**config.mk**
```make
export PLATFORM = sky130hd
export DESIGN_NAME = hew_div
export DESIGN_NICKNAME = d
export VERILOG_FILES = /design/src/design/hew_pkg.sv /design/src/design/hew_div.sv
export SDC_FILE = /design/constraint.sdc
export NUM_CORES = 1
export LEC_CHECK = 0
export ABC_CLOCK_PERIOD_IN_PS = 5340
export BUFFER_PORTS_ARGS = -buffer_cell sky130_fd_sc_hd__buf_2
export CAP_MARGIN = 20
export CORE_MARGIN = 2
export CORE_UTILIZATION = 45
export DETAILED_ROUTE_END_ITERATION = 10
export PLACE_DENSITY = 0.78
export SYNTH_ARGS = -nofsm -noshare
export SYNTH_HDL_FRONTEND = slang
export SYNTH_SLANG_ARGS = --single-unit
```
**constraint.sdc**
```tcl
create_clock -name clock -period 5.34 [get_ports clock]
set_input_delay 1.602 -clock clock [delete_from_list [all_inputs] [get_ports clock]]
set_output_delay 1.602 -clock clock [all_outputs]
set_load 0.01 [all_outputs]
```
**src/design/hew_pkg.sv**
```systemverilog
// ----------------------------------------------------------------------------
// hew_pkg
// Shared types and constants for the sliding-window Hurst exponent block.
// ----------------------------------------------------------------------------
package hew_pkg;

   localparam int PRICE_W  = 32;
   localparam int OUT_W    = 32;
   localparam int RET_W    = 32;
   localparam int WIN_W    = 11;
   localparam int SUM_W    = 48;
   localparam int MUL_W    = 34;
   localparam int PROD_W   = 2 * MUL_W;
   localparam int LOG_IN_W = 128;
   localparam int LOG_E_W  = 7;
   localparam int LOG_FRAC = 26;
   localparam int LOG_W    = LOG_E_W + LOG_FRAC;
   localparam int DIV_NW   = 64;
   localparam int DIV_DW   = 34;
   localparam int MEAN_W   = 34;
   localparam int NUM_W    = 36;
   localparam int HV_W     = 35;

   localparam logic [WIN_W-1:0]  WIN_RESET  = 11'd16;
   localparam logic [MUL_W-1:0]  LN2_Q32    = 34'd2977044472;
   localparam logic [PROD_W-1:0] RET_ROUND  = 68'h0_0000_0002_0000_0000;
   localparam logic signed [NUM_W-1:0] TWO_Q24 = 36'sd33554432;
   localparam logic signed [NUM_W-1:0] SAT_MAX = 36'sd2147483647;
   localparam logic signed [NUM_W-1:0] SAT_MIN = -36'sd2147483648;

   typedef struct packed {
      logic [MUL_W-1:0] a;
      logic [MUL_W-1:0] b;
   } mul_req_type;

   typedef struct packed {
      logic busy;
      logic done;
   } unit_status_type;

   typedef enum logic [1:0] {
      LG_IDLE,
      LG_NORM,
      LG_MUL,
      LG_ACC
   } log_state_type;

   typedef enum logic [1:0] {
      LS_CUR,
      LS_RNG,
      LS_SQR,
      LS_WIN
   } log_sel_type;

   typedef enum logic {
      DS_MEAN,
      DS_HURST
   } div_sel_type;

   typedef enum logic [3:0] {
      ST_IDLE,
      ST_LOG_GO,
      ST_LOG_WAIT,
      ST_RETURN,
      ST_RET_MUL,
      ST_RET_RND,
      ST_OLD_RD,
      ST_UPDATE,
      ST_DIV_GO,
      ST_DIV_WAIT,
      ST_PASS,
      ST_RANGE,
      ST_OUT
   } core_state_type;

endpackage

```
**src/design/hew_div.sv**
```systemverilog
// ----------------------------------------------------------------------------
// hew_div
// Restoring unsigned divider, one quotient bit per cycle.
// ----------------------------------------------------------------------------
module hew_div import hew_pkg::*; (
   input  logic              clock,
   input  logic              reset,
   input  logic              start,
   input  logic [DIV_NW-1:0] dividend,
   input  logic [DIV_DW-1:0] divisor,
   output unit_status_type   status,
   output logic [DIV_NW-1:0] quotient
);

   logic                run_ff, run_in;
   logic                done_ff, done_in;
   logic [5:0]          cnt_ff, cnt_in;
   logic [DIV_DW-1:0]   rem_ff, rem_in;
   logic [DIV_DW-1:0]   den_ff, den_in;
   logic [DIV_NW-1:0]   quo_ff, quo_in;
   logic [DIV_DW:0]     rem_sh;
   logic                fits;

   assign rem_sh = {rem_ff, quo_ff[DIV_NW-1]};
   assign fits   = (rem_sh >= {1'b0, den_ff});

   always_ff @(posedge clock) begin
      if (reset) begin
         run_ff  <= 1'b0;
         done_ff <= 1'b0;
      end else begin
         run_ff  <= run_in;
         done_ff <= done_in;
      end
   end

   always_ff @(posedge clock) begin
      cnt_ff <= cnt_in;
      rem_ff <= rem_in;
      den_ff <= den_in;
      quo_ff <= quo_in;
   end

   always_comb begin
      run_in  = run_ff;
      done_in = 1'b0;
      cnt_in  = cnt_ff;
      rem_in  = rem_ff;
      den_in  = den_ff;
      quo_in  = quo_ff;
      if (run_ff) begin
         rem_in = fits ? DIV_DW'(rem_sh - {1'b0, den_ff}) : DIV_DW'(rem_sh);
         quo_in = {quo_ff[DIV_NW-2:0], fits};
         cnt_in = cnt_ff + 6'd1;
         if (cnt_ff == 6'(DIV_NW - 1)) begin
            run_in  = 1'b0;
            done_in = 1'b1;
         end
      end else if (start) begin
         run_in = 1'b1;
         cnt_in = '0;
         rem_in = '0;
         den_in = divisor;
         quo_in = dividend;
      end
   end

   assign status.busy = run_ff;
   assign status.done = done_ff;
   assign quotient    = quo_ff;

endmodule

```
# Word-level counts from Yosys, hierarchy flattened
# Cells that the tools add are included.
# totals
ff_bits,140
latchBits,0
mem_bits_rw,0
romBits,0
input_bits,101
elab_cells,25
mem_count,0
# op_classes
n_addsub,2
n_mul,0
div,0
order_cmp,1
eq_ne,1
shifts,0
mux,11
n_bitwise,1
n_reduce_logical,3
# op_table
operator,count
$mux W64,2
$mux W34,3
$ge A35 B34 Y1,1
$sub A34 B34 Y34,1
$mux W6,2
$add A6 B1 Y6 const B,1
$eq A6 B6 Y1 const B,1
$mux W1,4
$reduce_and A2 Y1,1
$reduce_bool A2 Y1,1
$reduce_or A2 Y1,1
$not A1 Y1,1

# Depth between registers and ports, before layout
# logic_depth
ltp_word,3
mapped_depth,12
mapped_depth_nobuf,12

# Worst setup path before layout
# OpenSTA, ideal clock, no wires.
# synth_timing
path_kind,input to register
startpoint,input start
endpoint,register cnt_ff[0] (enable)
setup_ns,0.457
t_arrival_ns,3.677
slack_ns,1.206
stages,2
path_buffers,0
path_cell_list,nor2_1 > inv_1
# synth_via
elab_chain_cells,1
# synth_lines
element,line_no,rtl
"start, declared",hew_div.sv:8,"input logic start,"
$reduce_bool A2 Y1 (no source line),n/a,
"end signal, assigned",hew_div.sv:38,cnt_ff <= cnt_in;
"end, declared",hew_div.sv:17,"logic [5:0] cnt_ff, cnt_in;"
# No other way between the ends.
# A chain may end at the register's enable or synchronous reset.

# Final worst setup path
# layout_timing
startpoint,register rem_ff[26]
endpoint,"register rem_ff[29], data pin"
# layout_via
elab_chain_cells,3
# layout_lines
element,line_no,rtl
"start, declared",hew_div.sv:18,"logic [DIV_DW-1:0] rem_ff, rem_in;"
"start signal, assigned",hew_div.sv:39,rem_ff <= rem_in;
$sub A34 B34 Y34 / $ge A35 B34 Y1 (equally long branches),"hew_div.sv:52, hew_div.sv:25",
$mux W34 (*),hew_div.sv:52,"rem_in = fits ? DIV_DW'(rem_sh - {1'b0, den_ff}) : DIV_DW'(rem_sh);"
$mux W34 (*),hew_div.sv:51,if (run_ff) begin
# Mark *: on every way between the ends. The rest lies on a longest branch, timed or not.

==> results by group <==
Place
  – HPWL Detailed: 12.2 mm
  – Number of port buffers: 166
  – Pre-CTS setup slack: 1.71 ns
  – Placer Congestion: 0.887

Logic synthesis
  – Asr flop ratio synth: 0
  – Synth area leaders: edfxtp_1, mux2_2, ha_1
  – Top-area cell type share of the netlist area: 0.536
  – Syn_nets: 778
  – Seq cells post-synth: 140
  – Yosys Warn Count: 0
  – Main synth FF type: edfxtp_1
  – Post-Syn Area: 7730 µm²
  – Post-Syn Instances: 641
  – Synth cell types: 63
  – Post-synth EDFFs: 138
  – Seq/Total Area, Yosys: 0.541
  – Post-synthesis average cell area: 12.1 µm²
  – Synth area leader: edfxtp_1

Floorplan
  – Initial core utilization: 0.463
  – Ports: 167
  – Die area: 18,200 µm²
  – Die height: 135 µm
  – Rows: 47
  – Area of the core: 16,700 µm²
  – Die Span X: 135 µm

Global routing
  – Total grt overflow: 0
  – Vias in the first global route: 5,710
  – Top Usage Layer GRT: met2
  – First-pass GRT wire length: 27.8 mm
  – Grt met2 use: 0.321
  – Initial antenna violation count: 1
  – Largest net degree at the start of global routing: 88
  – Total Routing Usage GR: 0.197
  – Met3 GRT Util: 0.0743
  – Met1 GRT Util: 0.242

Critical path
  – Arr. time, crit path: 3.88 ns
  – Critical path class: flip-flop to flip-flop
  – Cells on worst reg2reg path: 10
  – Crit path max-delay family: compound AO/OA/AOI/OAI gates
  – Peak per-stage delay on the critical path: 0.50 ns
  – Slowest-stage cell, CP: buf_4
  – Stages on the worst setup path: 10
  – Startpoint Class: flip-flop
  – Buf/Inv on CP: 1
  – Required @ worst endpoint: 5.58 ns
  – CP most frequent cell: nand3_1
  – Worst-path cell chain: ha_1 -> nand3_1 -> nor4_4 -> nand3_1 -> o31ai_2 -> nor3_1 -> a21oi_4 -> buf_4 -> nand2_4 -> o41ai_2
  – Maximum fanout along the worst path: 35
  – CP Capture Type: flip-flop

Power
  – Peak supply drop: 0.000246 V
  – Pwr Density: 380 nW/µm²
  – Leak pwr: 3.97 nW

Finish
  – Share of cells above drive strength 1: 0.346
  – Area growth syn-to-layout: 21.3%
  – Filler cells: 1,462
  – Final net count: 943
  – Commonest non-fill, non-tap cells in the layout: buf_2, edfxtp_1, mux2_2
  – Storage cell area: 4190 µm²
  – Area of the multi-input gates: 3240 µm²
  – Most common cell after layout, fill and taps aside: buf_2

Min path
  – Hold Path Stages: 1
  – Hold Crit Class: flip-flop to flip-flop

CTS
  – Later-pin clock latency in the skew report: 0.43 ns
  – CTS Buf Count: 17
  – Setup Fix Bufs, Post-CTS: 0
  – CTS resizes: 0
  – CTS Buffer Depth: 2
  – TritonCTS sink count: 140
  – Clock-pin slew on the worst setup and hold paths: 0.06 ns
  – H-tree depth: 4
  – CTS tree: yes
  – Post-CTS Hold Buffers: 0
  – Clock Tree Root: clkbuf_16

Detailed routing
  – Initial DRC count: 382
  – Avg WL per Cell: 16.9 µm
  – Drt pass-1 iters: 5
  – Vias per cell: 5.37
  – Via count: 5,588
  – # DRC: 0
  – Detailed-route wire length: 17.6 mm
  – Final ANT Viol Nets: 0

Run status
  – Status: finished clean

STA
  – Setup_tns: 0 ns
  – Final period utilization: 0.682
  – Fin. Hold Viols: 0
  – Slew headroom: 0.307
  – Setup ws final: 1.70 ns
  – Clock skew: 0.0112 ns
  – Final Setup Violations: 0
  – Worst-Margin Slew: 1.04 ns
  – RSZ-0062 raised after global routing: false
  – Fin crit period: 3.64 ns
  – Max frequency: 0.275 GHz
  – Max Slew Vio Count: 0

Job
  – Max-cap violations: 0
==> sequential cells by signal, summed over array words and instances (netlist names) <==
signal,cells
den_ff,34
quotient,64
cnt_ff,6
done_ff,1
run_ff,1
rem_ff,34
==> power breakdown <==
part           total, mW  switching (mW)  leakage (nW)  internal [mW]
registers           1.44          0.0803          1.41           1.36
logic              0.905           0.511          2.26          0.394
clock network       1.22           0.510         0.291          0.706
total               3.56            1.10          3.97           2.46
==> final timing paths <==
check	startpoint	to	slack, ns
worst min-delay path	quotient[34]$_DFFE_PP_	quotient[35]$_DFFE_PP_	0.58
worst min register to register	quotient[34]$_DFFE_PP_	quotient[35]$_DFFE_PP_	0.58
worst max register to register	rem_ff[26]$_SDFFCE_PN0P_	rem_ff[29]$_SDFFCE_PN0P_	1.70
worst max-delay path	rem_ff[26]$_SDFFCE_PN0P_	rem_ff[29]$_SDFFCE_PN0P_	1.70
==> synthesized netlist by cell type, types with 4 or more instances <==
cell	instances
nand4_1	5
ha_1	35
nor2_1	51
a211oi_1	5
buf_1	5
o21a_1	4
o22ai_1	7
nor3_1	7
and3_1	4
nand2b_1	8
a21o_1	14
and2_1	6
o21ai_0	18
nand3_1	12
nand2_1	42
xnor2_1	18
xor2_1	13
mux2_2	63
a211oi_2	5
edfxtp_1	138
inv_1	48
o21bai_1	7
o211ai_1	7
a21oi_1	39
buf_2	5
clkbuf_1	8
mux2i_1	18
==> layer usage <==
metal / vias to the layer above / part of all wire
met2: 202 / 0.48
met1: 2657 / 0.43
met5: - / 0.00096
met3: 18 / 0.080
li1: 2709 / -
met4: 2 / 0.013
==> stage by stage <==
stage / std cells / cell area [µm²] / util / hold WS (ns) / total power, mW
3_5_place_dp: 1006 / 8740 / 0.524 / 0.557 / 2.36
6_report: 1040 / 9370 / 0.561 / 0.578 / 3.56
2_1_floorplan: 641 / 7730 / - / 0.562 / 2.12
5_1_grt: 1039 / 9370 / 0.561 / 0.585 / 3.74
3_3_place_gp: 1006 / 8740 / 0.524 / 0.553 / 2.34
4_1_cts: 1038 / 9340 / 0.559 / 0.573 / 3.58
==> logic make-up (layout without fill, tap and decap cells) <==
kind of cell             Yosys count  after routing  synth area share
adder cells (fa/ha/maj)           36             36            0.0593
flip-flops                       140            140             0.541
other                              0              1                 0
buffers and inverters             72            250            0.0398
multiplexers                      81             81             0.115
AO/OA/AOI/OAI                    127            127             0.113
XOR/XNOR                          31             31            0.0351
AND/OR/NAND/NOR                  154            154            0.0968
==> cell type report <==
type                       count  share of cell area
sequential                   140               0.447
multi-input combinational    429               0.346
timing repair buffer         170              0.0940
clock buffer                  17              0.0454
tap                          220              0.0294
inverter                      48              0.0195
clock inverter                15              0.0187
antenna                        1            0.000267
Power figures use the tool's default switching activity.
