$ cat src/design/hew_pkg.sv
// ----------------------------------------------------------------------------
// hew_pkg
// Shared types and constants for the sliding-window Hurst exponent block.
// ----------------------------------------------------------------------------
package hew_pkg;

   localparam int PRICE_W  = 32;
   localparam int OUT_W    = 32;
   localparam int RET_W    = 32;
   localparam int WIN_W    = 11;
   localparam int SUM_W    = 48;
   localparam int MUL_W    = 34;
   localparam int PROD_W   = 2 * MUL_W;
   localparam int LOG_IN_W = 128;
   localparam int LOG_E_W  = 7;
   localparam int LOG_FRAC = 26;
   localparam int LOG_W    = LOG_E_W + LOG_FRAC;
   localparam int DIV_NW   = 64;
   localparam int DIV_DW   = 34;
   localparam int MEAN_W   = 34;
   localparam int NUM_W    = 36;
   localparam int HV_W     = 35;

   localparam logic [WIN_W-1:0]  WIN_RESET  = 11'd16;
   localparam logic [MUL_W-1:0]  LN2_Q32    = 34'd2977044472;
   localparam logic [PROD_W-1:0] RET_ROUND  = 68'h0_0000_0002_0000_0000;
   localparam logic signed [NUM_W-1:0] TWO_Q24 = 36'sd33554432;
   localparam logic signed [NUM_W-1:0] SAT_MAX = 36'sd2147483647;
   localparam logic signed [NUM_W-1:0] SAT_MIN = -36'sd2147483648;

   typedef struct packed {
      logic [MUL_W-1:0] a;
      logic [MUL_W-1:0] b;
   } mul_req_type;

   typedef struct packed {
      logic busy;
      logic done;
   } unit_status_type;

   typedef enum logic [1:0] {
      LG_IDLE,
      LG_NORM,
      LG_MUL,
      LG_ACC
   } log_state_type;

   typedef enum logic [1:0] {
      LS_CUR,
      LS_RNG,
      LS_SQR,
      LS_WIN
   } log_sel_type;

   typedef enum logic {
      DS_MEAN,
      DS_HURST
   } div_sel_type;

   typedef enum logic [3:0] {
      ST_IDLE,
      ST_LOG_GO,
      ST_LOG_WAIT,
      ST_RETURN,
      ST_RET_MUL,
      ST_RET_RND,
      ST_OLD_RD,
      ST_UPDATE,
      ST_DIV_GO,
      ST_DIV_WAIT,
      ST_PASS,
      ST_RANGE,
      ST_OUT
   } core_state_type;

endpackage

$ cat src/design/hew_mult.sv
// ----------------------------------------------------------------------------
// hew_mult
// Shared unsigned multiplier with a registered product.
// ----------------------------------------------------------------------------
module hew_mult import hew_pkg::*; (
   input  logic              clock,
   input  mul_req_type       req,
   output logic [PROD_W-1:0] prod
);

   logic [PROD_W-1:0] prod_ff;

   always_ff @(posedge clock) begin
      prod_ff <= PROD_W'(req.a) * PROD_W'(req.b);
   end

   assign prod = prod_ff;

endmodule

$ cat config.mk
export PLATFORM = sky130hd
export DESIGN_NAME = hew_mult
export DESIGN_NICKNAME = d
export VERILOG_FILES = /design/src/design/hew_pkg.sv /design/src/design/hew_mult.sv
export SDC_FILE = /design/constraint.sdc
export NUM_CORES = 2
export LEC_CHECK = 0
export BUFFER_PORTS_ARGS = -buffer_cell sky130_fd_sc_hd__buf_2
export CAP_MARGIN = 20
export CORE_MARGIN = 1.5
export CORE_UTILIZATION = 35
export CTS_BUF_LIST = sky130_fd_sc_hd__clkbuf_16
export DETAILED_ROUTE_END_ITERATION = 6
export PLACE_DENSITY = 0.48
export SYNTH_ARGS = -nofsm -noshare
export SYNTH_HDL_FRONTEND = slang
export SYNTH_SLANG_ARGS = --single-unit
$ cat constraint.sdc
create_clock -name clock -period 9.4 [get_ports clock]
set_input_delay 1.41 -clock clock [delete_from_list [all_inputs] [get_ports clock]]
set_output_delay 1.41 -clock clock [all_outputs]
set_load 0.1 [all_outputs]
**Word level (Yosys, flattened, before mapping)**

Index checks and enable logic that the tools add are counted.

- Add/sub/neg operators: 0
- Multipliers: 1
- Div/mod/pow operators: 0
- Magnitude comparators: 0
- Equality and inequality tests: 0
- Shift-type cells: 0
- Multiplexer cells: 0
- Bitwise gates (word level): 0
- Reductions and logical operators: 0

Operators by type and width:

| cell | number |
|---|---|
| 34-bit by 34-bit multiplier with 68-bit output | 1 |

- Bits in registers: 68
- Latch bits: 0
- Bits in writable memories: 0
- Bits in read-only memories: 0
- Output and inout port bits: 68
- Memories kept: 0

**Logic depth before layout (Yosys ltp)**

- Word-level depth: 1
- Depth in mapped cells: 29
- Gate-level depth less buffers: 27

**Worst setup path after synthesis**

Ideal clock, no wire load.

- Path kind: in2reg
- Start: input port req[4] (netlist bit)
- End: register prod_ff[66], in the netlist prod[66]
- Setup time: 0.123 ns
- Arrival: 7.952 ns
- Data required time: 9.277 ns
- Path slack: 1.326 ns
- Stages on the path: 27
- Path buffers: 3
- Path through: clkbuf_1 -> clkbuf_1 -> nand2_1 -> fa_1 -> fa_1 -> inv_1 -> fa_1 -> inv_1 -> fa_1 -> fa_1 -> inv_1 -> fa_1 -> fa_1 -> inv_1 -> fa_1 -> inv_1 -> ha_1 -> buf_6 -> a21oi_1 -> o21ai_0 -> a211oi_2 -> nor2_1 -> o31ai_1 -> nor3_1 -> nor3_2 -> o21ai_1 -> xor2_1

- Word-level cells in the longest chain between the ends: 1

Ends and longest elaborated chain:

| item | line | RTL |
|---|---|---|
| start, declared | hew_mult.sv:7 | `input mul_req_type req,` |
| 34-bit by 34-bit multiplier with 68-bit output | hew_mult.sv:14 | `prod_ff <= PROD_W'(req.a) * PROD_W'(req.b);` |
| end signal, assigned | hew_mult.sv:14 |  |
| end, declared | hew_mult.sv:11 | `logic [PROD_W-1:0] prod_ff;` |

Every way passes these cells.

**Final worst setup path**

- Start: input port req[57] (netlist bit)
- End: register prod_ff[66], in the netlist prod[66]

Same word-level chain as after synthesis.

==> results <==
- After Yosys synthesis, XOR and XNOR cells account for 1.49% of the synthesized area.
- The overall overflow remaining after global route is 0.
- Global routing used 21.4% of the available tracks across all layers.
- The maximum clock path buffer count is 2.
- The count of endpoints failing hold in the final timing report is 0.
- In this run the remaining antenna-violating nets after routing total 0.
- The pin count of the biggest net entering global routing is 35.
- Measured against the total synthesized area, the mux share comes to 0.0258%.
- The top-level port count is 137.
- The post-route cell area is 0.0415 mm2.
- The area of the mapped netlist is 0.0388 mm2.
- Buffers inserted to repair hold after CTS numbered 0.
- The detailed-route wire length per cell is 20.0 um.
- The classification of the worst setup path is input port to register.
- The global-route wire length before repair is 183 mm.
- The adder-cell area share of the yosys netlist is 61.9%.
- The sort of element at the start of the critical path is an input port.
- The post-synthesis async set-or-reset flop share is 0%.
- Clock tree synthesis found a total of 68 sinks.
- The total count of max-transition violations in the final report came to 0.
- The initial antenna violation count is 3.
- Port buffering added 136 buffers.
- The core region area is 0.109 mm2.
- The flip-flop and latch count after synthesis is 68.
- The clock tree from TritonCTS is done.
- In this run, synthesis inferred 0 flip-flops with an integrated enable.
- The Yosys warning count is 0.
- The first detailed-routing pass ran for 7 iterations.
- The synthesis-to-finish area growth is 7.09%.
- A synthesized cell averages 9.04 um2.
- The most critical setup path has its startpoint at req[57].
- Based on the critical path, the design can be clocked at up to 0.110 GHz.
- Summed over all layers, the routed wires come to 116 mm.
- The headroom to the max-slew limit is 41.6%.
- The synthesized netlist devotes 3.73% of its cell area to compound gates.
- The number of DRC markers in iteration 0 is 1155.
- The worst hold path begins at req[0].
- After detailed routing, the number of remaining DRC violations is 0.
- The data required time at the worst endpoint is 9.63 ns.
- Setup violations remaining at the end of the flow were counted as 0.
- In the final layout, the share of cells above drive strength 1 is 6.40%.
- The simple-gate portion of the synthesized area is 16.9%.
- The number of buffers inserted during clock tree synthesis is 9.
- The CTS H-tree depth is 3.
- From left edge to right edge, the die measures 336 um.
- The total number of placement rows is 121.
- For the pin with the worst max-slew slack, the measured transition is 0.876 ns.
- The via count of the first global-routing pass came to 30600.
- The y dimension of the die is 336 um.
- The run finished with clean final reports.
- The number of library cell types mapped by synthesis is 65.
- The synthesized netlist net count is 5660.
- The layout has 11400 filler cells.
- Setup repair after global routing left no endpoint under its margin.
- The worst hold path terminates at prod[0]$_DFF_P_.
- Using the TritonRoute via totals, the vias-per-cell ratio works out to 4.80.
- The main combinational cell family by area after synthesis is adder cells.
- Once detailed placement completed, the half-perimeter wirelength came to 100 mm.
- Of the synthesized area, sequential elements account for 3.51%.
- CTS placed an instance of sky130_fd_sc_hd__clkbuf_16 at the clock tree root.
- The number of placed instances, taps included, is 5770.
- The placer's final routability congestion estimate is 0.858.
- Dividing the final minimum period by the clock period gives 96.7%.
- The number of cells traversed by the worst hold path is 2.
- The via total after detailed routing is 27800.
- The register with the most flip-flops in the layout has 68 of them.
- The floorplan step defined a die boundary enclosing 0.113 mm2.
- The instance count of the mapped netlist is 4287.
- The initial utilization of the core area, before any placement, comes to 35.5%.
- At the end of the flow, the number of nets in the layout was 5678.
- The post-detailed-placement cell area is 0.0412 mm2.
- The tightest min-delay check is of the input port to register type.
- The worst setup path is captured at a register.
- The signal arrival time at the worst endpoint is 9.32 ns.
- Clock-pin slew was measured on the worst setup and hold paths at 0.06 ns.
- The largest fanout of any net on the critical path is 19.
- The time the worst path needs with I/O delays and setup is 9.09 ns.
- The leading register cell type out of synthesis is sky130_fd_sc_hd__dfxtp_1.
- The final cell count without fillers is 5788.
- The tool flagged a number of max-cap violations equal to 0.
-- critical path, cell delays in order --
cell                       delay (ns)
sky130_fd_sc_hd__buf_2           0.42
sky130_fd_sc_hd__buf_4           0.22
sky130_fd_sc_hd__and2_1          0.19
sky130_fd_sc_hd__fa_1            0.43
sky130_fd_sc_hd__fa_1            0.56
sky130_fd_sc_hd__inv_1           0.06
sky130_fd_sc_hd__fa_1            0.53
sky130_fd_sc_hd__inv_1           0.05
sky130_fd_sc_hd__fa_1            0.48
sky130_fd_sc_hd__fa_1            0.63
sky130_fd_sc_hd__fa_1            0.45
sky130_fd_sc_hd__fa_1            0.49
sky130_fd_sc_hd__inv_1           0.05
sky130_fd_sc_hd__fa_1            0.52
sky130_fd_sc_hd__inv_1           0.06
sky130_fd_sc_hd__ha_1            0.38
sky130_fd_sc_hd__a21oi_1         0.33
sky130_fd_sc_hd__o21ai_1         0.23
sky130_fd_sc_hd__a211oi_2        0.32
sky130_fd_sc_hd__nor2_1          0.13
sky130_fd_sc_hd__o31ai_1         0.40
sky130_fd_sc_hd__nor3_1          0.16
sky130_fd_sc_hd__buf_4           0.17
sky130_fd_sc_hd__nor3_2          0.34
sky130_fd_sc_hd__o21ai_1         0.14
sky130_fd_sc_hd__xor2_1          0.15
-- area by class of cell --
class	instances	area [um2]	share of cell area (%)
sequential	68	1360	3.28
antenna	2	5.00	0.0121
clock inverter	7	91.3	0.220
clock buffer	9	225	0.543
inverter	1029	3860	9.31
multi-input combinational	2956	32600	78.5
tap	1476	1850	4.45
timing repair buffer	241	1550	3.73
-- kinds of logic (layout without fill, tap and decap cells) --
group / count (synthesis) / in the layout
other: 0 / 2
adders and majority gates: 1304 / 1304
and+or+nand+nor: 1359 / 1359
AOI/OAI and AO/OA: 226 / 226
DFF: 68 / 68
muxes: 1 / 1
buffers and inverters: 1263 / 1286
xor gates and xnor gates: 66 / 66
-- routing by layer --
layer  up-vias  part of all wire [%]  global-route usage, %
li1      12300                     -                      -
met1     14900                    40                   26.4
met2       487                    55                   40.8
met3        98                   2.4                   1.45
met4         0                   2.4                   4.44
met5         -                     0                      0
-- how the worst max path moves through the flow --
stage	to	slack, ns
floorplan	prod[66]$_DFF_P_	1.33
global placement	prod[62]$_DFF_P_	0.005
detailed placement	prod[62]$_DFF_P_	-0.07
CTS	prod[62]$_DFF_P_	0.30
global route	prod[66]$_DFF_P_	0.02
finish	prod[66]$_DFF_P_	0.31
-- cell usage after synthesis (4+ instances only) --
cell type,instances,area (um2)
sky130_fd_sc_hd__inv_1,1029,3860
sky130_fd_sc_hd__fa_1,1020,20400
sky130_fd_sc_hd__nand2_1,729,2740
sky130_fd_sc_hd__and2_1,504,3150
sky130_fd_sc_hd__ha_1,284,3550
sky130_fd_sc_hd__clkbuf_1,213,800
sky130_fd_sc_hd__a21oi_1,77,385
sky130_fd_sc_hd__dfxtp_1,68,1360
sky130_fd_sc_hd__nor2_1,53,199
sky130_fd_sc_hd__o21ai_0,44,220
sky130_fd_sc_hd__xnor2_1,43,377
sky130_fd_sc_hd__xor2_1,23,201
sky130_fd_sc_hd__a21o_1,21,158
sky130_fd_sc_hd__nand4_1,20,125
sky130_fd_sc_hd__o21ai_1,17,85.1
sky130_fd_sc_hd__o21bai_1,13,97.6
sky130_fd_sc_hd__nor3_1,12,60.1
sky130_fd_sc_hd__a211oi_1,9,67.6
sky130_fd_sc_hd__buf_6,8,90.1
sky130_fd_sc_hd__nand3_1,8,40.0
sky130_fd_sc_hd__a31oi_1,7,43.8
sky130_fd_sc_hd__buf_2,6,30.0
sky130_fd_sc_hd__nor2b_1,6,37.5
sky130_fd_sc_hd__a21oi_2,4,35.0
sky130_fd_sc_hd__and3_1,4,25.0
sky130_fd_sc_hd__nand2b_1,4,25.0
-- cell usage in the layout (no fill, tap or decap), types with 12 or more instances in the layout --
| cell | Yosys | layout |
|---|---|---|
| sky130_fd_sc_hd__o21ai_0 | 44 | 44 |
| sky130_fd_sc_hd__a21o_1 | 21 | 21 |
| sky130_fd_sc_hd__a21oi_1 | 77 | 77 |
| sky130_fd_sc_hd__and2_1 | 504 | 504 |
| sky130_fd_sc_hd__ha_1 | 284 | 284 |
| sky130_fd_sc_hd__xnor2_1 | 43 | 43 |
| sky130_fd_sc_hd__dfxtp_1 | 68 | 68 |
| sky130_fd_sc_hd__nor3_1 | 12 | 12 |
| sky130_fd_sc_hd__o21ai_1 | 17 | 17 |
| sky130_fd_sc_hd__fa_1 | 1020 | 1020 |
| sky130_fd_sc_hd__buf_4 | 2 | 99 |
| sky130_fd_sc_hd__xor2_1 | 23 | 23 |
| sky130_fd_sc_hd__inv_1 | 1029 | 1029 |
| sky130_fd_sc_hd__nand2_1 | 729 | 729 |
| sky130_fd_sc_hd__buf_2 | 6 | 135 |
| sky130_fd_sc_hd__o21bai_1 | 13 | 13 |
| sky130_fd_sc_hd__nand4_1 | 20 | 20 |
| sky130_fd_sc_hd__nor2_1 | 53 | 53 |
-- through the flow --
step	util, %	hold WS, ns	worst slack [ns]	setup TNS, ns
floorplan	-	1.54	1.33	0
global placement	37.7	1.96	0.00504	0
detailed placement	37.7	1.96	-0.0671	-0.129
CTS	38.0	1.73	0.297	0
global route	38.0	1.73	0.0247	0
finish	38.0	1.73	0.308	0
-- timing repair --
action | in CTS | in global routing
gates resized for setup | 0 | 1
setup endpoints to repair | 0 | 2
buffers inserted | 0 | 0
Power is not shown: default switching activity piles up to over one toggle a cycle in this logic, so the estimate is an artifact.
