### src/design/hew_pkg.sv
// ----------------------------------------------------------------------------
// hew_pkg
// Shared types and constants for the sliding-window Hurst exponent block.
// ----------------------------------------------------------------------------
package hew_pkg;

   localparam int PRICE_W  = 32;
   localparam int OUT_W    = 32;
   localparam int RET_W    = 32;
   localparam int WIN_W    = 11;
   localparam int SUM_W    = 48;
   localparam int MUL_W    = 34;
   localparam int PROD_W   = 2 * MUL_W;
   localparam int LOG_IN_W = 128;
   localparam int LOG_E_W  = 7;
   localparam int LOG_FRAC = 26;
   localparam int LOG_W    = LOG_E_W + LOG_FRAC;
   localparam int DIV_NW   = 64;
   localparam int DIV_DW   = 34;
   localparam int MEAN_W   = 34;
   localparam int NUM_W    = 36;
   localparam int HV_W     = 35;

   localparam logic [WIN_W-1:0]  WIN_RESET  = 11'd16;
   localparam logic [MUL_W-1:0]  LN2_Q32    = 34'd2977044472;
   localparam logic [PROD_W-1:0] RET_ROUND  = 68'h0_0000_0002_0000_0000;
   localparam logic signed [NUM_W-1:0] TWO_Q24 = 36'sd33554432;
   localparam logic signed [NUM_W-1:0] SAT_MAX = 36'sd2147483647;
   localparam logic signed [NUM_W-1:0] SAT_MIN = -36'sd2147483648;

   typedef struct packed {
      logic [MUL_W-1:0] a;
      logic [MUL_W-1:0] b;
   } mul_req_type;

   typedef struct packed {
      logic busy;
      logic done;
   } unit_status_type;

   typedef enum logic [1:0] {
      LG_IDLE,
      LG_NORM,
      LG_MUL,
      LG_ACC
   } log_state_type;

   typedef enum logic [1:0] {
      LS_CUR,
      LS_RNG,
      LS_SQR,
      LS_WIN
   } log_sel_type;

   typedef enum logic {
      DS_MEAN,
      DS_HURST
   } div_sel_type;

   typedef enum logic [3:0] {
      ST_IDLE,
      ST_LOG_GO,
      ST_LOG_WAIT,
      ST_RETURN,
      ST_RET_MUL,
      ST_RET_RND,
      ST_OLD_RD,
      ST_UPDATE,
      ST_DIV_GO,
      ST_DIV_WAIT,
      ST_PASS,
      ST_RANGE,
      ST_OUT
   } core_state_type;

endpackage

### src/design/hew_log2.sv
// ----------------------------------------------------------------------------
// hew_log2
// Iterative base-2 logarithm with 26 fraction bits: a normalizing shift
// search followed by 26 squaring steps on the shared multiplier.
// ----------------------------------------------------------------------------
module hew_log2 import hew_pkg::*; (
   input  logic                clock,
   input  logic                reset,
   input  logic                start,
   input  logic [LOG_IN_W-1:0] value,
   input  logic [PROD_W-1:0]   mul_prod,
   output mul_req_type         mul_req,
   output unit_status_type     status,
   output logic [LOG_W-1:0]    result
);

   log_state_type        st_ff, st_in;
   logic [LOG_IN_W-1:0]  v_ff, v_in;
   logic [LOG_E_W-1:0]   e_ff, e_in;
   logic [31:0]          m_ff, m_in;
   logic [LOG_FRAC-1:0]  frac_ff, frac_in;
   logic [4:0]           cnt_ff, cnt_in;
   logic [LOG_W-1:0]     res_ff, res_in;
   logic                 done_ff, done_in;
   logic [32:0]          sq;
   logic [LOG_FRAC-1:0]  frac_next;

   assign sq        = mul_prod[63:31];
   assign frac_next = {frac_ff[LOG_FRAC-2:0], sq[32]};

   always_ff @(posedge clock) begin
      if (reset) begin
         st_ff   <= LG_IDLE;
         done_ff <= 1'b0;
      end else begin
         st_ff   <= st_in;
         done_ff <= done_in;
      end
   end

   always_ff @(posedge clock) begin
      v_ff    <= v_in;
      e_ff    <= e_in;
      m_ff    <= m_in;
      frac_ff <= frac_in;
      cnt_ff  <= cnt_in;
      res_ff  <= res_in;
   end

   always_comb begin
      st_in   = st_ff;
      v_in    = v_ff;
      e_in    = e_ff;
      m_in    = m_ff;
      frac_in = frac_ff;
      cnt_in  = cnt_ff;
      res_in  = res_ff;
      done_in = 1'b0;
      mul_req = '0;
      unique case (st_ff)
         LG_IDLE: begin
            if (start) begin
               v_in  = value;
               e_in  = LOG_E_W'(LOG_IN_W - 1);
               st_in = LG_NORM;
            end
         end
         LG_NORM: begin
            // Coarse 16-bit steps first, then single bits, until the top bit is set.
            if (v_ff[LOG_IN_W-1 -: 16] == '0) begin
               v_in = v_ff << 16;
               e_in = e_ff - LOG_E_W'(16);
            end else if (!v_ff[LOG_IN_W-1]) begin
               v_in = v_ff << 1;
               e_in = e_ff - LOG_E_W'(1);
            end else begin
               m_in    = v_ff[LOG_IN_W-1 -: 32];
               frac_in = '0;
               cnt_in  = '0;
               st_in   = LG_MUL;
            end
         end
         LG_MUL: begin
            mul_req.a = MUL_W'(m_ff);
            mul_req.b = MUL_W'(m_ff);
            st_in     = LG_ACC;
         end
         LG_ACC: begin
            frac_in = frac_next;
            m_in    = sq[32] ? sq[32:1] : sq[31:0];
            if (cnt_ff == 5'(LOG_FRAC - 1)) begin
               res_in  = {e_ff, frac_next};
               done_in = 1'b1;
               st_in   = LG_IDLE;
            end else begin
               cnt_in = cnt_ff + 5'd1;
               st_in  = LG_MUL;
            end
         end
         default: st_in = LG_IDLE;
      endcase
   end

   assign status.busy = (st_ff != LG_IDLE);
   assign status.done = done_ff;
   assign result      = res_ff;

endmodule

### config.mk
export PLATFORM = sky130hd
export DESIGN_NAME = hew_log2
export DESIGN_NICKNAME = d
export VERILOG_FILES = /design/src/design/hew_pkg.sv /design/src/design/hew_log2.sv
export SDC_FILE = /design/constraint.sdc
export NUM_CORES = 1
export LEC_CHECK = 0
export BUFFER_PORTS_ARGS = -buffer_cell sky130_fd_sc_hd__buf_2
export CAP_MARGIN = 25
export CORE_MARGIN = 2
export CORE_UTILIZATION = 53
export DETAILED_ROUTE_END_ITERATION = 10
export GPL_TIMING_DRIVEN = 0
export PLACE_DENSITY = 0.78
export SETUP_SLACK_MARGIN = 0.1
export SYNTH_ARGS = -nofsm -noshare
export SYNTH_HDL_FRONTEND = slang
export SYNTH_SLANG_ARGS = --single-unit
### constraint.sdc
create_clock -name clock -period 11.25 [get_ports clock]
set_clock_uncertainty 0.15 [all_clocks]
set_input_delay 2.25 -clock clock [delete_from_list [all_inputs] [get_ports clock]]
set_output_delay 2.25 -clock clock [all_outputs]
set_load 0.01 [all_outputs]
### Word-level counts from Yosys, hierarchy flattened

Index checks and enable logic that the tools add are counted.

| word-level totals | value |
|---|---|
| register bits after elaboration | 233 |
| output and inout port bits | 103 |
| input bits | 199 |

| cells by class | value |
|---|---|
| $add $sub $neg | 3 |
| bitwise gates (word level) | 1 |
| equality and inequality tests | 9 |
| reductions and logical operators | 12 |
| multiplexer cells | 26 |

Operators with widths:

| kind | number |
|---|---|
| $mux 128 | 3 |
| $pmux 128 s2 | 1 |
| $mux 32 | 3 |
| $mux 66 | 1 |
| $pmux 32 s2 | 1 |
| $mux 25 | 2 |
| $pmux 25 s2 | 1 |
| $mux 7 | 3 |
| $logic_not 16->1 | 1 |
| $mux 5 | 3 |
| $pmux 7 s2 | 1 |
| $pmux 5 s2 | 1 |
| $reduce_and 3->1 | 3 |
| $mux 2 | 4 |
| $ne 2x2->1 const B | 4 |
| $pmux 2 s4 | 1 |
| $sub 7x1->7 const B | 1 |
| $sub 7x5->7 const B | 1 |
| $reduce_bool 2->1 | 3 |
| $add 5x1->5 const B | 1 |
| $eq 5x5->1 const B | 1 |
| $eq 2x2->1 const B | 2 |
| $reduce_and 2->1 | 2 |
| $reduce_and 4->1 | 1 |
| other kinds (6) | 6 |

### Logic depth before layout (Yosys ltp)

Gate-level depths: netlist of run 1.

| depth | value |
|---|---|
| depth after elaboration | 4 |
| gate-level depth with buffers | 7 |
| mapped depth without buffers | 6 |

### Least setup slack after synthesis of run 1

No wires, ideal clock.

| path | value |
|---|---|
| kind | input to register |
| from | input port start |
| to | register e_ff[0], enable pin |
| path buffers | 0 |
| stages | 2 |
| required time | 10471 ps |
| setup slack | 2591 ps |
| arrival | 7880 ps |
| cell sequence | mux2i_1 nor2_1 |

| between the ends | value |
|---|---|
| word-level cells in the longest chain between the ends | 2 |

RTL lines:

| item | RTL line | RTL |
|---|---|---|
| start: declaration | hew_log2.sv:9 | `input logic start,` |
| $ne 2x2->1 (no source line) | - |  |
| $reduce_and 3->1 (no source line) | - |  |
| end signal: assignment | hew_log2.sv:43 | `e_ff <= e_in;` |
| end: declaration | hew_log2.sv:19 | `logic [LOG_E_W-1:0] e_ff, e_in;` |

No other way between the ends.
A chain may end at the register's enable or synchronous reset.

==> flow_summary.json, run 1 <==
{
  "setup_viol": 0,
  "cts-resized-gates": 0,
  "timing.setup.tns_ns": 0,
  "worstSetupPathType": "reg2out",
  "reg2reg_depth": 4,
  "r2r_slack_ns": 8.60,
  "yosysWarnings": 0,
  "worst_pin_slew_ns": 0.974,
  "postRouteAntennaNets": 0,
  "wl_per_cell_um": 18.5,
  "crit_path_end_kind": "primary output",
  "gp_congestion": 0.835,
  "endpoint": "mul_req[56]",
  "hpwl_mm": 21.2,
  "peakVddDrop_mv": 0.133,
  "fillerInstances": 1626,
  "vias": 8244,
  "cts_tree": "yes",
  "crit_fanout": 10,
  "synth_edf_count": 230,
  "syn_to_final_growth_pct": 22.4,
  "drv_slew": 0,
  "regArea_mm2": 0.00697,
  "die-area_mm2": 0.0223,
  "period_minus_slack_ns": 4.56,
  "yosysMostFrequentCell": "edfxtp_1",
  "reg2reg_from": "st_ff[0]",
  "reg2reg_to": "cnt_ff[2]",
  "grt_use_total_pct": 24.7,
  "synth_top_area_share_pct": 61.6,
  "fin_nets": 1442,
  "async_flop_share_pct": 0,
  "finalCritPeriodShare_pct": 40.5,
  "io_buffers": 262,
  "synth_area_leaders": "edfxtp_1, mux2i_1, o21ai_0",
  "p_leak_uw": 0.00564,
  "fin_area_mm2": 0.0137,
  "ios": 302,
  "max-cap-violations": 0,
  "cp-start-kind": "flip-flop",
  "multi_input_comb_area_mm2": 0.00362,
  "clock_sinks": 233,
  "ys_seq_area_share_pct": 62.1,
  "grt_pass1_vias": 8017,
  "grt_pass1_wl_mm": 42.3,
  "die_x_um": 149,
  "grt_max_degree": 36,
  "drc": 0,
  "yosys.cell_types.count": 41,
  "clockRootBuffer": "clkbuf_16",
  "postSynthAreaPerCell_um2": 11.9,
  "layout-drive-gt1-share_pct": 28.1,
  "yosys.area.top_type": "edfxtp_1",
  "synth_cells": 942,
  "h-tree-depth": 1,
  "cts_setup_buffers": 0,
  "clk_pin_slew_ns": 0.06,
  "hold_class": "reg2reg",
  "syn_area_mm2": 0.0112,
  "synth_seq_cells": 233,
  "pwr_density_cell_mw_per_mm2": 162,
  "grt-ovfl-total": 0,
  "initial_core_util_pct": 53.7,
  "synth_flop_cell": "edfxtp_1",
  "drt-pass1-iter-count": 5,
  "synth_common_cells": "edfxtp_1, nand2_1, o21ai_0",
  "place_area_mm2": 0.0130,
  "numCtsBuffers": 24,
  "vias_per_cell": 5.39,
  "status": "finished, final reports clean",
  "coreArea_mm2": 0.0209,
  "max_freq_mhz": 220,
  "hold_buffers": 0,
  "fp.dieH_um": 149,
  "routed_wl_mm": 28.3,
  "finalHoldViolations": 0,
  "drt-initial-drc-count": 636,
  "crit_start": "st_ff[1]",
  "final_core_util_pct": 65.8,
  "crit_arrival_ns": 2.16,
  "clockBufferDepth": 3,
  "rsz0062_at_grt": "no",
  "clk_latency_ns": 0.52,
  "slew_headroom_pct": 34.9,
  "num_rows": 53,
  "grt_antenna_before_repair": 2,
  "cp_data_required_time_ns": 8.85
}
[final cells by class]
type                            count  area share, %
Inverter                            7          0.191
Clock buffer                       29           4.51
Sequential cell                   233           50.7
Timing Repair Buffer              267           10.3
Tap cell                          275           2.50
Clock inverter                     11          0.792
Antenna cell                        3         0.0546
Multi-Input combinational cell    604           26.4
Buffer                            101           4.60
[metrics by stage]
stage	std cells	setup WS, ns	total power (µW)	hold slack [ns]
after global placement	1482	0.0641	1480	0.274
after detailed placement	1487	7.17	1480	0.262
final	1530	6.69	2220	0.274
after CTS	1527	6.62	2220	0.277
after global routing	1529	6.51	2310	0.295
after floorplan	945	2.59	1340	0.250
[cell families after synthesis]
family | Yosys count | share of synthesized area (%)
compound gates | 184 | 8.40
xor+xnor | 5 | 0.390
fa+ha+maj | 5 | 0.558
buf+inv | 108 | 5.87
flops | 233 | 62.1
mux | 129 | 11.5
other cells | 1 | 0.0334
simple gates | 277 | 11.2
[layer usage]
layer | share of wire (%) | track usage, % | up-vias
met5 | 0 | 0 | -
met4 | 2.4 | 7.10 | 0
met3 | 8.4 | 3.84 | 52
met2 | 49 | 42.8 | 383
met1 | 40 | 32.5 | 3848
li1 | - | - | 3961
[power breakdown]
group          total, µW  switching [µW]  internal, µW
registers           1160            69.4          1090
clock network        753             318           435
logic                307             188           119
[critical path: stages, from the launching register on]
cell	delay, ns
dfxtp_1	0.44
nor2b_1	0.45
clkbuf_1	0.28
and2_1	0.23
buf_4	0.12
buf_2	0.11
[state kept, by name, indices dropped and copies added, names as in the netlist]
register  count
cnt_ff        5
done_ff       1
e_ff          7
frac_ff      25
m_ff         32
result       33
st_ff         2
v_ff        128
[cell usage in the layout (no fill, tap or decap), types with 8 or more instances in the layout]
| cell | n |
|---|---|
| edfxtp_1 | 230 |
| o21ai_0 | 136 |
| mux2i_1 | 129 |
| buf_4 | 39 |
| buf_6 | 8 |
| and3_1 | 26 |
| clkbuf_1 | 53 |
| o21ai_1 | 25 |
| nand2_1 | 176 |
| a21oi_1 | 16 |
| and2_1 | 33 |
| buf_2 | 264 |
| nor2_1 | 13 |
| clkbuf_16 | 24 |
[worst min-delay path by stage]
stage	from	end	slack (ns)	cells after the start
after floorplan	frac_ff[24]	result[25]	0.25	0
after global placement	frac_ff[21]	result[22]	0.27	0
after detailed placement	frac_ff[24]	result[25]	0.26	0
after CTS	frac_ff[24]	result[25]	0.28	0
after global routing	frac_ff[24]	result[25]	0.30	0
final	frac_ff[24]	result[25]	0.27	0
(Power assumes the default switching activity.)
==> run 2: changes to the inputs <==
--- a/config.mk
+++ b/config.mk
@@ -8,10 +8,10 @@
 export BUFFER_PORTS_ARGS = -buffer_cell sky130_fd_sc_hd__buf_2
 export CAP_MARGIN = 25
 export CORE_MARGIN = 2
-export CORE_UTILIZATION = 53
+export CORE_UTILIZATION = 48
 export DETAILED_ROUTE_END_ITERATION = 10
 export GPL_TIMING_DRIVEN = 0
-export PLACE_DENSITY = 0.78
+export PLACE_DENSITY = 0.75
 export SETUP_SLACK_MARGIN = 0.1
 export SYNTH_ARGS = -nofsm -noshare
 export SYNTH_HDL_FRONTEND = slang
==> constraint.sdc (replaced) <==
create_clock -name clock -period 3.8 [get_ports clock]
set_clock_uncertainty 0.15 [all_clocks]
set_input_delay 0.76 -clock clock [delete_from_list [all_inputs] [get_ports clock]]
set_output_delay 0.76 -clock clock [all_outputs]
set_load 0.01 [all_outputs]
==> run 2 against run 1 <==
Net effect:
- total power rose to 3.0 times the previous value
- register-to-register slack got worse by 7.4 ns
- largest cell class unchanged
- first-iteration DRC count fell by 12%
- core utilization fell by 5.0 points
- worst setup slack lost 6.0 ns
- largest power group unchanged
- clock-buffer cell count is 6 higher
- critical endpoint is now mul_req[35]
- sequential power increased to 3.0 times the previous value
==> flow_summary.json, run 2 (same netlist as run 1, synthesis figures left out) <==
{
  "status": "finished, final reports clean",
  "slowest_delay_ns": 0.51,
  "gp_congestion": 0.860,
  "grt_max_degree": 41,
  "cts_setup_buffers": 0,
  "drv_slew": 0,
  "finalCritPeriodShare_pct": 82.8,
  "reg2reg_from": "v_ff[114]",
  "post-place-cells": 1525,
  "multi_input_comb_area_mm2": 0.00362,
  "setup_slack_ns": 0.655,
  "mostFrequentLayoutCells": "buf_2, edfxtp_1, nand2_1, o21ai_0, mux2i_1",
  "crit_path_end_kind": "primary output",
  "slew_headroom_pct": 35.1,
  "crit_family": "simple AND/OR/NAND/NOR gates",
  "coreArea_mm2": 0.0228,
  "numCtsBuffers": 25,
  "hold_buffers": 0,
  "timing.setup.tns_ns": 0,
  "die-area_mm2": 0.0246,
  "max-cap-violations": 0,
  "fillerInstances": 1867,
  "period_minus_slack_ns": 3.15,
  "slowest_stage": "nor2b_1",
  "initial_core_util_pct": 49.3,
  "met3_length_mm": 2.19,
  "h-tree-depth": 1,
  "largest_reg_flops": 128,
  "final_common_cell": "buf_2",
  "wl_per_cell_um": 17.8,
  "grt_pass1_wl_mm": 42.4,
  "regMostFlops": "v_ff",
  "vias_per_cell": 5.25,
  "clockBufferDepth": 3,
  "cts_tree": "yes",
  "setup_viol": 0,
  "clockRootBuffer": "clkbuf_16",
  "met2_wirelength_mm": 13.5,
  "routed_wl_mm": 27.9,
  "pwr_density_cell_mw_per_mm2": 482,
  "clk_pin_slew_ns": 0.06,
  "grt_antenna_before_repair": 1,
  "die_x_um": 157,
  "path_buf_inv": 3,
  "peakVddDrop_mv": 0.256,
  "path_cells": "nor2b_1, clkbuf_1, and2_1, buf_4, buf_2",
  "grt_pass1_vias": 8005,
  "drt-initial-drc-count": 560,
  "clock_sinks": 233,
  "postRouteAntennaNets": 0,
  "grt-ovfl-total": 0,
  "cp-start-kind": "flip-flop",
  "reg2reg_depth": 5,
  "worstSetupPathType": "reg2out",
  "cts-resized-gates": 0,
  "final_cells": 1571,
  "clk_latency_ns": 0.51,
  "p_leak_uw": 0.00565,
  "regArea_mm2": 0.00697,
  "worst_pin_slew_ns": 0.972,
  "routed.top_layer": "met5",
  "fin_nets": 1443,
  "fp.dieH_um": 157,
  "pre_cts_ws_ns": 1.16,
  "hold_end": "result[25]",
  "io_buffers": 262,
  "grt_use_total_pct": 22.3,
  "hp-start": "frac_ff[24]",
  "layout-drive-gt1-share_pct": 28.4,
  "hold_ws_ns": 0.275,
  "drt-pass1-iter-count": 5,
  "num_rows": 55,
  "max_freq_mhz": 318,
  "finalHoldViolations": 0,
  "crit_fanout": 10,
  "cp_data_required_time_ns": 2.89,
  "crit_arrival_ns": 2.24,
  "r2r_slack_ns": 1.21,
  "rsz0062_at_grt": "no",
  "wl_met1_mm": 11.6,
  "hold_class": "reg2reg",
  "syn_to_final_growth_pct": 23.3,
  "ios": 302,
  "reg2reg_to": "v_ff[8]",
  "min_path_cells": 0,
  "drc": 0,
  "vias": 8252,
  "hpwl_mm": 21.0
}
run 2: cell types whose count changed in the layout (fill, tap and decap cells not counted):
| cell | before | now |
|---|---|---|
| clkbuf_8 | 0 | 1 |
| clkbuf_16 | 24 | 25 |
| clkinv_8 | 1 | 0 |
| inv_6 | 0 | 1 |
| clkinvlp_4 | 0 | 3 |
| clkinv_1 | 6 | 2 |
| diode_2 | 3 | 1 |
| clkbuf_1 | 53 | 57 |
run 2: how the worst max path moves through the flow:
stage | from | end | cells past startpoint | slack [ns]
finish | st_ff[1] | mul_req[35] | 5 | 0.65
global route | st_ff[1] | mul_req[53] | 5 | 0.45
CTS | st_ff[1] | mul_req[35] | 5 | 0.61
detailed placement | st_ff[1] | mul_req[35] | 5 | 1.16
global placement | start | v_ff[71] | 3 | -0.56
floorplan | start | e_ff[0] | 2 | 0.39
run 2: routing by layer:
layer	track usage, %	vias up
li1	-	3965
met5	0	-
met4	6.20	2
met1	29.5	3842
met2	38.5	394
met3	3.27	49
run 2: area by class of cell:
type,instances,share of cell area (%)
Clock buffer,35,4.87
Tap cell,313,2.83
Timing Repair Buffer,267,10.2
Buffer,101,4.57
Antenna cell,1,0.0181
Clock inverter,10,0.787
Multi-Input combinational cell,604,26.2
Inverter,7,0.190
Sequential cell,233,50.4
run 2: report_power, final:
group / switching (µW) / total, µW / internal (µW) / leakage, µW
sequential: 202 / 3430 / 3230 / 0.00221
clock: 960 / 2330 / 1370 / 0.000370
combinational: 555 / 907 / 352 / 0.00307
total: 1720 / 6670 / 4950 / 0.00565
run 2: stage by stage:
step,utilization (%),area [µm²],total power (µW)
2_1_floorplan,-,11200,3950
3_3_place_gp,56.8,12900,4330
3_5_place_dp,57.3,13100,4380
4_1_cts,60.7,13800,6700
5_1_grt,60.7,13800,6940
6_report,60.7,13800,6670
